--- src/sv/fups_pkg.sv ---
// ----------------------------------------------------------------------------
// fups_pkg
// Types, character codes and hex helpers for the form pair splitter.
// ----------------------------------------------------------------------------
`default_nettype none

package fups_pkg;

    localparam logic [7:0] CH_PLUS      = 8'h2B;
    localparam logic [7:0] CH_PERCENT   = 8'h25;
    localparam logic [7:0] CH_EQUAL     = 8'h3D;
    localparam logic [7:0] CH_SPACE     = 8'h20;
    localparam logic [7:0] CH_NUL       = 8'h00;
    localparam logic [7:0] DELIM_RESET  = 8'h26;
    localparam int         MAX_RESULTS  = 4;
    localparam int         HEX_RADIX    = 16;

    typedef enum logic [1:0] {
        KIND_KEY   = 2'd0,
        KIND_VALUE = 2'd1,
        KIND_MARK  = 2'd2
    } kind_t;

    typedef enum logic [1:0] {
        PH_BETWEEN = 2'd0,
        PH_KEY     = 2'd1,
        PH_VALUE   = 2'd2,
        PH_DROP    = 2'd3
    } phase_t;

    typedef enum logic [1:0] {
        PEND_NONE    = 2'd0,
        PEND_PERCENT = 2'd1,
        PEND_DIGIT   = 2'd2
    } pend_t;

    typedef struct packed {
        logic [7:0] in_byte;
        logic       end_of_body;
    } in_item_t;

    typedef struct packed {
        kind_t      kind;
        logic [7:0] out_byte;
        logic       last_of_run;
    } out_item_t;

    function automatic logic is_hex(input logic [7:0] c);
        logic r;
        begin
            r = (c inside {[8'h30:8'h39], [8'h41:8'h46], [8'h61:8'h66]});
            return r;
        end
    endfunction

    function automatic logic [3:0] hex_val(input logic [7:0] c);
        logic [7:0] d;
        begin
            if (c inside {[8'h30:8'h39]})
            begin
                d = c - 8'h30;
            end
            else if (c inside {[8'h61:8'h66]})
            begin
                d = c - 8'h61 + 8'(HEX_RADIX - 6);
            end
            else
            begin
                d = c - 8'h41 + 8'(HEX_RADIX - 6);
            end
            return d[3:0];
        end
    endfunction

    function automatic out_item_t mk_result(input kind_t k, input logic [7:0] b);
        out_item_t r;
        begin
            r.kind        = k;
            r.out_byte    = b;
            r.last_of_run = 1'b0;
            return r;
        end
    endfunction

endpackage

`default_nettype wire

--- src/sv/form_urlencoded_pair_splitter.sv ---
// ----------------------------------------------------------------------------
// form_urlencoded_pair_splitter
// Splits a form-encoded body into decoded key and value bytes with markers.
// ----------------------------------------------------------------------------
// An accepted item is registered, then its results are loaded into the result buffer.
// Throughput: one item per cycle while items give at most one result and
//   result_ready holds; n results (n at most 4) hold the buffer until taken.
// Reset: asynchronous, active low; returns to between pairs, delimiter '&'.
// ----------------------------------------------------------------------------
`default_nettype none

module form_urlencoded_pair_splitter (
    input  wire logic                clk,
    input  wire logic                rst_n,
    input  wire logic                item_valid,
    output logic                     item_ready,
    input  wire fups_pkg::in_item_t  item,
    output logic                     result_valid,
    input  wire logic                result_ready,
    output fups_pkg::out_item_t      result,
    input  wire logic                cfg_valid,
    output logic                     cfg_ready,
    input  wire logic [7:0]          cfg_data
);
    import fups_pkg::*;

    localparam int CNT_W = $clog2(MAX_RESULTS + 1);
    localparam int IDX_W = $clog2(MAX_RESULTS);

    in_item_t        item_reg;
    logic            item_valid_reg;
    logic            item_valid_next;
    logic [7:0]      delim_reg;
    phase_t          phase_reg;
    phase_t          phase_next;
    pend_t           pend_reg;
    pend_t           pend_next;
    logic [7:0]      digit_reg;
    logic [7:0]      digit_next;
    logic            cut_reg;
    logic            cut_next;
    logic            ended_reg;
    logic            ended_next;
    out_item_t       res_reg [MAX_RESULTS];
    out_item_t       res_next [MAX_RESULTS];
    logic [CNT_W-1:0] cnt_reg;
    logic [CNT_W-1:0] cnt_next;

    out_item_t       calc [MAX_RESULTS];
    logic [CNT_W-1:0] n;
    logic [7:0]      b;
    logic [7:0]      v;
    kind_t           k;
    logic            load;
    logic            pop;
    logic            do_close;
    logic            do_decode;
    logic            do_split;
    logic            done;

    assign cfg_ready    = 1'b1;
    assign result_valid = (cnt_reg != '0);
    assign pop          = result_valid && result_ready;
    assign load         = item_valid_reg
                          && ((cnt_reg == '0) || ((cnt_reg == CNT_W'(1)) && result_ready));
    assign item_ready   = !item_valid_reg || load;

    always_comb
    begin
        result             = res_reg[0];
        result.last_of_run = (cnt_reg == CNT_W'(1));
    end

    // decode one item against the current pair state
    always_comb
    begin
        phase_next = phase_reg;
        pend_next  = pend_reg;
        digit_next = digit_reg;
        cut_next   = cut_reg;
        ended_next = ended_reg;
        n          = '0;
        b          = item_reg.in_byte;
        v          = {hex_val(digit_reg), hex_val(b)};
        do_close   = 1'b0;
        do_decode  = 1'b0;
        do_split   = 1'b0;
        done       = 1'b0;
        for (int i = 0; i < MAX_RESULTS; i++)
        begin
            calc[i] = mk_result(KIND_MARK, CH_NUL);
        end

        if (!ended_reg)
        begin
            if (b == CH_NUL)
            begin
                do_close   = 1'b1;
                ended_next = 1'b1;
            end
            else if (b == delim_reg)
            begin
                do_close = 1'b1;
            end
            else
            begin
                case (phase_reg)
                    PH_BETWEEN:
                    begin
                        if (b == CH_EQUAL)
                        begin
                            phase_next = PH_DROP;
                        end
                        else
                        begin
                            phase_next = PH_KEY;
                            do_decode  = 1'b1;
                        end
                    end
                    PH_KEY:
                    begin
                        if (b == CH_EQUAL)
                        begin
                            do_split = 1'b1;
                        end
                        else
                        begin
                            do_decode = 1'b1;
                        end
                    end
                    PH_VALUE:
                    begin
                        do_decode = 1'b1;
                    end
                    default:
                    begin
                        do_decode = 1'b0;
                    end
                endcase
            end
        end

        k = (phase_next == PH_VALUE) ? KIND_VALUE : KIND_KEY;

        if (do_decode && !cut_reg)
        begin
            if (pend_reg == PEND_DIGIT)
            begin
                if (is_hex(b))
                begin
                    pend_next = PEND_NONE;
                    done      = 1'b1;
                    if (v == CH_NUL)
                    begin
                        cut_next = 1'b1;
                    end
                    else
                    begin
                        calc[n[IDX_W-1:0]] = mk_result(k, v);
                        n = n + CNT_W'(1);
                    end
                end
                else
                begin
                    calc[n[IDX_W-1:0]] = mk_result(k, CH_PERCENT);
                    n = n + CNT_W'(1);
                    calc[n[IDX_W-1:0]] = mk_result(k, digit_reg);
                    n = n + CNT_W'(1);
                    pend_next = PEND_NONE;
                end
            end
            else if (pend_reg == PEND_PERCENT)
            begin
                if (is_hex(b))
                begin
                    digit_next = b;
                    pend_next  = PEND_DIGIT;
                    done       = 1'b1;
                end
                else
                begin
                    calc[n[IDX_W-1:0]] = mk_result(k, CH_PERCENT);
                    n = n + CNT_W'(1);
                    pend_next = PEND_NONE;
                end
            end
            if (!done)
            begin
                if (b == CH_PERCENT)
                begin
                    pend_next = PEND_PERCENT;
                end
                else if (b == CH_PLUS)
                begin
                    calc[n[IDX_W-1:0]] = mk_result(k, CH_SPACE);
                    n = n + CNT_W'(1);
                end
                else
                begin
                    calc[n[IDX_W-1:0]] = mk_result(k, b);
                    n = n + CNT_W'(1);
                end
            end
        end

        // '=' in the key: flush the key field and move to the value
        if (do_split)
        begin
            if (!cut_reg && (pend_reg != PEND_NONE))
            begin
                calc[n[IDX_W-1:0]] = mk_result(KIND_KEY, CH_PERCENT);
                n = n + CNT_W'(1);
                if (pend_reg == PEND_DIGIT)
                begin
                    calc[n[IDX_W-1:0]] = mk_result(KIND_KEY, digit_reg);
                    n = n + CNT_W'(1);
                end
            end
            pend_next  = PEND_NONE;
            digit_next = CH_NUL;
            cut_next   = 1'b0;
            phase_next = PH_VALUE;
        end

        // close the open pair on delimiter, raw zero or end of body
        if (do_close || item_reg.end_of_body)
        begin
            if ((phase_next == PH_KEY) || (phase_next == PH_VALUE))
            begin
                k = (phase_next == PH_VALUE) ? KIND_VALUE : KIND_KEY;
                if (!cut_next && (pend_next != PEND_NONE))
                begin
                    calc[n[IDX_W-1:0]] = mk_result(k, CH_PERCENT);
                    n = n + CNT_W'(1);
                    if (pend_next == PEND_DIGIT)
                    begin
                        calc[n[IDX_W-1:0]] = mk_result(k, digit_next);
                        n = n + CNT_W'(1);
                    end
                end
                calc[n[IDX_W-1:0]] = mk_result(KIND_MARK, CH_NUL);
                n = n + CNT_W'(1);
            end
            phase_next = PH_BETWEEN;
            pend_next  = PEND_NONE;
            digit_next = CH_NUL;
            cut_next   = 1'b0;
        end

        if (item_reg.end_of_body)
        begin
            ended_next = 1'b0;
        end
    end

    // result buffer: load a whole run, or advance one entry per transfer
    always_comb
    begin
        item_valid_next = item_valid_reg;
        cnt_next        = cnt_reg;
        for (int i = 0; i < MAX_RESULTS; i++)
        begin
            res_next[i] = res_reg[i];
        end
        if (item_ready)
        begin
            item_valid_next = item_valid;
        end
        if (load)
        begin
            cnt_next = n;
            for (int i = 0; i < MAX_RESULTS; i++)
            begin
                res_next[i] = calc[i];
            end
        end
        else if (pop)
        begin
            cnt_next = cnt_reg - CNT_W'(1);
            for (int i = 0; i < MAX_RESULTS - 1; i++)
            begin
                res_next[i] = res_reg[i + 1];
            end
        end
    end

    always_ff @(posedge clk or negedge rst_n)
    begin
        if (!rst_n)
        begin
            item_valid_reg <= 1'b0;
            delim_reg      <= DELIM_RESET;
            phase_reg      <= PH_BETWEEN;
            pend_reg       <= PEND_NONE;
            digit_reg      <= CH_NUL;
            cut_reg        <= 1'b0;
            ended_reg      <= 1'b0;
            cnt_reg        <= '0;
        end
        else
        begin
            item_valid_reg <= item_valid_next;
            cnt_reg        <= cnt_next;
            if (cfg_valid && cfg_ready)
            begin
                delim_reg <= cfg_data;
            end
            if (load)
            begin
                phase_reg <= phase_next;
                pend_reg  <= pend_next;
                digit_reg <= digit_next;
                cut_reg   <= cut_next;
                ended_reg <= ended_next;
            end
        end
    end

    always_ff @(posedge clk)
    begin
        if (item_valid && item_ready)
        begin
            item_reg <= item;
        end
        for (int i = 0; i < MAX_RESULTS; i++)
        begin
            res_reg[i] <= res_next[i];
        end
    end

endmodule

`default_nettype wire

--- config.mk ---
export PLATFORM = sky130hd
export DESIGN_NAME = form_urlencoded_pair_splitter
export DESIGN_NICKNAME = d
export VERILOG_FILES = /design/src/sv/fups_pkg.sv /design/src/sv/form_urlencoded_pair_splitter.sv
export SDC_FILE = /design/constraint.sdc
export NUM_CORES = 1
export LEC_CHECK = 0
export ABC_AREA = 1
export BUFFER_PORTS_ARGS = -buffer_cell sky130_fd_sc_hd__buf_2
export CORE_UTILIZATION = 62
export DETAILED_ROUTE_END_ITERATION = 12
export PLACE_DENSITY = 0.81
export REMOVE_ABC_BUFFERS = 1
export SETUP_SLACK_MARGIN = 0.15
export SLEW_MARGIN = 20
export SYNTH_ARGS = -nofsm -noshare
export SYNTH_HDL_FRONTEND = slang
export SYNTH_SLANG_ARGS = --single-unit
--- constraint.sdc ---
create_clock -name clk -period 5.4 [get_ports clk]
set_clock_uncertainty 0.15 [all_clocks]
set_input_delay 0.27 -clock clk [delete_from_list [all_inputs] [get_ports clk]]
set_output_delay 0.27 -clock clk [all_outputs]
set_load 0.03 [all_outputs]
==> results.py <==
metrics = {
    "routing": {
        "via_count": 5912,
        "wl_per_cell_um": 20.36,
        "drtIter0Drc": 642,
        "viasPerCell": 6.384,
        "drc": 0,
        "drt.antenna.violating_nets": 0,
        "wl_um": 18850,
        "firstDrtPassIters": 6,
    },
    "logic_synthesis": {
        "ys_ff_latch": 75,
        "yosys_warnings": 0,
        "async_flop_share_pct": 34.67,
        "synthTopCellsByArea": "edfxtp_1, nand2_1, dfrtp_1, ha_1, inv_1",
        "ys_top_cells_by_count": "nand2_1, inv_1, nor2_1, edfxtp_1, o21ai_0",
        "ys_seq_area_share_pct": 37.73,
        "synth_top_area_share_pct": 26.12,
        "avgSynthCellArea_um2": 7.707,
        "synth_edf_count": 49,
        "yosysTopAreaCell": "edfxtp_1",
        "syn_inst": 731,
        "synthFlopType": "edfxtp_1",
        "synth_cell_type_count": 53,
        "synth.most_common_cell": "nand2_1",
        "syn-cell-area_um2": 5634,
    },
    "die": {
        "ios": 36,
        "fp.dieW_um": 97.33,
        "coreArea_um2": 8763,
        "row_count": 34,
        "start_util_pct": 64.29,
        "fp.dieArea_um2": 9472,
        "die_h_um": 97.33,
    },
    "finish": {
        "fin_area_um2": 6595,
        "final_cells": 926,
        "layout-drive-gt1-share_pct": 22.49,
        "syn_to_final_growth_pct": 17.06,
        "n_antenna_cell": 0,
        "nFillCells": 651,
        "fin_util_pct": 75.26,
        "fin_nets": 863,
        "largest_register_ffs": 40,
    },
    "worst_setup_path": {
        "cp-end-kind": "flop",
        "critPathTopFamily": "simple AND/OR/NAND/NOR gates",
        "r2r-start": "b[0]",
        "reg2reg_depth": 33,
        "crit_path_frequent_cell": "nand2_1",
        "critical_path.startpoint": "b[0]",
        "crit_fanout": 5,
        "worstPathRequired_ns": 5.38,
        "cp.arrival_ns": 5.01,
        "crit_path_start_kind": "flop",
        "worst_path_largest_cell_delay_ns": 0.47,
        "critPathSlowestCell": "edfxtp_1",
        "critical_path_class": "reg2reg",
        "r2r_slack_ns": 0.36,
        "critPathBufInv": 9,
        "r2r-end": "res_reg[0][7]",
    },
    "grt": {
        "grt_max_degree": 34,
        "grt.total_usage_pct": 39.87,
        "antenna_found_initial": 0,
        "overflow": 0,
        "grt_pass1_vias": 5675,
        "grt_pass1_wl_um": 29280,
    },
    "hold_path": {
        "hold_end": "delim_reg[2]",
        "hold_depth": 2,
        "hold_class": "in2reg",
        "hold_path.startpoint": "cfg_data[2]",
    },
    "cts": {
        "cts_sinks": 75,
        "cts.clk_slew.worst_paths_ns": 0.09,
        "clk_path_buf_depth": 2,
        "cts_tree": "done",
        "clk_latency_ns": 0.38,
        "cts-root-buf": "clkbuf_8",
        "cts_inserted_buffers": 9,
        "htreeDepth": 3,
    },
    "placement": {
        "pre_cts_ws_ns": -0.2046,
        "hpwl_um": 13850,
        "globalplace.congestion": 1.040,
        "dp_cells": 879,
        "portBuffers": 34,
        "placed_area_um2": 6032,
    },
    "power_and_ir_drop": {
        "ir_drop_v": 0.0003976,
        "powerDensity_nw_per_um2": 509.3,
        "finalPower_mw": 3.359,
        "clkPwrFrac_pct": 15.7,
        "combPwrFrac_pct": 56.4,
        "p_seq_share_pct": 27.9,
        "switching_share_pct": 49.26,
        "p_sw_mw": 1.655,
        "p_int_mw": 1.704,
        "p_leak_nw": 3.087,
    },
    "outcome": {
        "status": "finished, final reports clean",
    },
    "sta": {
        "timing.setup.tns_ns": 0,
        "relSlewSlack_pct": 25.93,
        "fin_crit_sh_pct": 93.26,
        "worstMarginPinSlew_ns": 1.099,
        "finalMaxSlewViolations": 0,
        "hold_slack_ns": 0.003907,
        "rsz0062_at_grt": "false",
        "period_minus_slack_ns": 5.036,
        "setup_viol": 0,
        "fin_ws_ns": 0.3640,
        "max_freq_ghz": 0.1986,
        "finalHoldViolCount": 0,
    },
    "run": {
        "cap_viol_max_count": 0,
    },
}
worst reg2reg max path, delay by kind of cell (launching register included):
| family | cells | cell delay, ns |
|---|---|---|
| AND/OR/NAND/NOR | 15 | 1.79 |
| adder cells (fa/ha/maj) | 4 | 0.82 |
| flip-flops | 1 | 0.47 |
| AO/OA/AOI/OAI | 5 | 0.72 |
| buffers and inverters | 9 | 0.84 |
layout make-up:
class | instances | area, um^2 | area share [%]
Clock buffer | 9 | 123.9 | 1.878
Timing Repair Buffer | 84 | 588.1 | 8.917
Sequential cell | 75 | 2126 | 32.23
Tap cell | 108 | 135.1 | 2.049
Inverter | 107 | 406.6 | 6.166
Clock inverter | 7 | 107.6 | 1.632
Multi-Input combinational cell | 536 | 3108 | 47.13
cells by family after synthesis:
logic type | share of synthesized area (%)
mux | 0.5996
other cells | 0.06656
compound gates | 18.99
flops | 37.73
buf+inv | 8.306
fa+ha+maj | 6.218
xor+xnor | 1.088
simple gates | 27.00
what timing repair did:
action | CTS | global route
gates resized for setup | 3 | 20
endpoints found under the hold margin | 39 | 0
setup endpoints to repair | 40 | 42
hold buffers | 17 | 0
pin swaps | 1 | 6
cloned | 0 | 0
setup buffers | 3 | 11
routing by layer:
layer	global-route usage, %	up-vias	share of wire, %
met1	52.31	2757	39
li1	-	2635	-
met3	8.129	107	10
met4	18.55	0	4.8
met2	63.60	413	46
met5	0	-	0
cell usage in the layout (no fill, tap or decap), drive strengths merged, types with 7 or more instances in the layout:
master / netlist / final
edfxtp: 49 / 49
dfrtp: 23 / 23
a22oi: 7 / 7
clkbuf: 7 / 9
o21ai: 65 / 65
buf: 6 / 67
o22ai: 28 / 28
dlygate4sd3: 0 / 17
ha: 28 / 28
inv: 107 / 111
nor2: 74 / 74
a21oi: 48 / 48
nand4: 7 / 7
nand2: 193 / 193
nor3: 10 / 10
nand3: 33 / 33
power groups by stage:
stage | registers (mW) | logic (mW) | clock network [mW]
global placement | 0.932 | 1.63 | 0
detailed placement | 0.946 | 1.69 | 0
CTS | 0.934 | 1.73 | 0.520
finish | 0.937 | 1.89 | 0.528
global route | 0.952 | 2.05 | 0.541
floorplan | 1.01 | 1.12 | 0
how the worst max path moves through the flow:
stage                         end  cells past startpoint
floorplan           res_reg[1][3]                     35
global placement    res_reg[1][5]                     31
detailed placement  res_reg[1][4]                     34
CTS                 res_reg[0][9]                     34
global route        res_reg[0][8]                     33
finish              res_reg[0][7]                     33
Note: power is estimated with default switching activity, not from simulation.
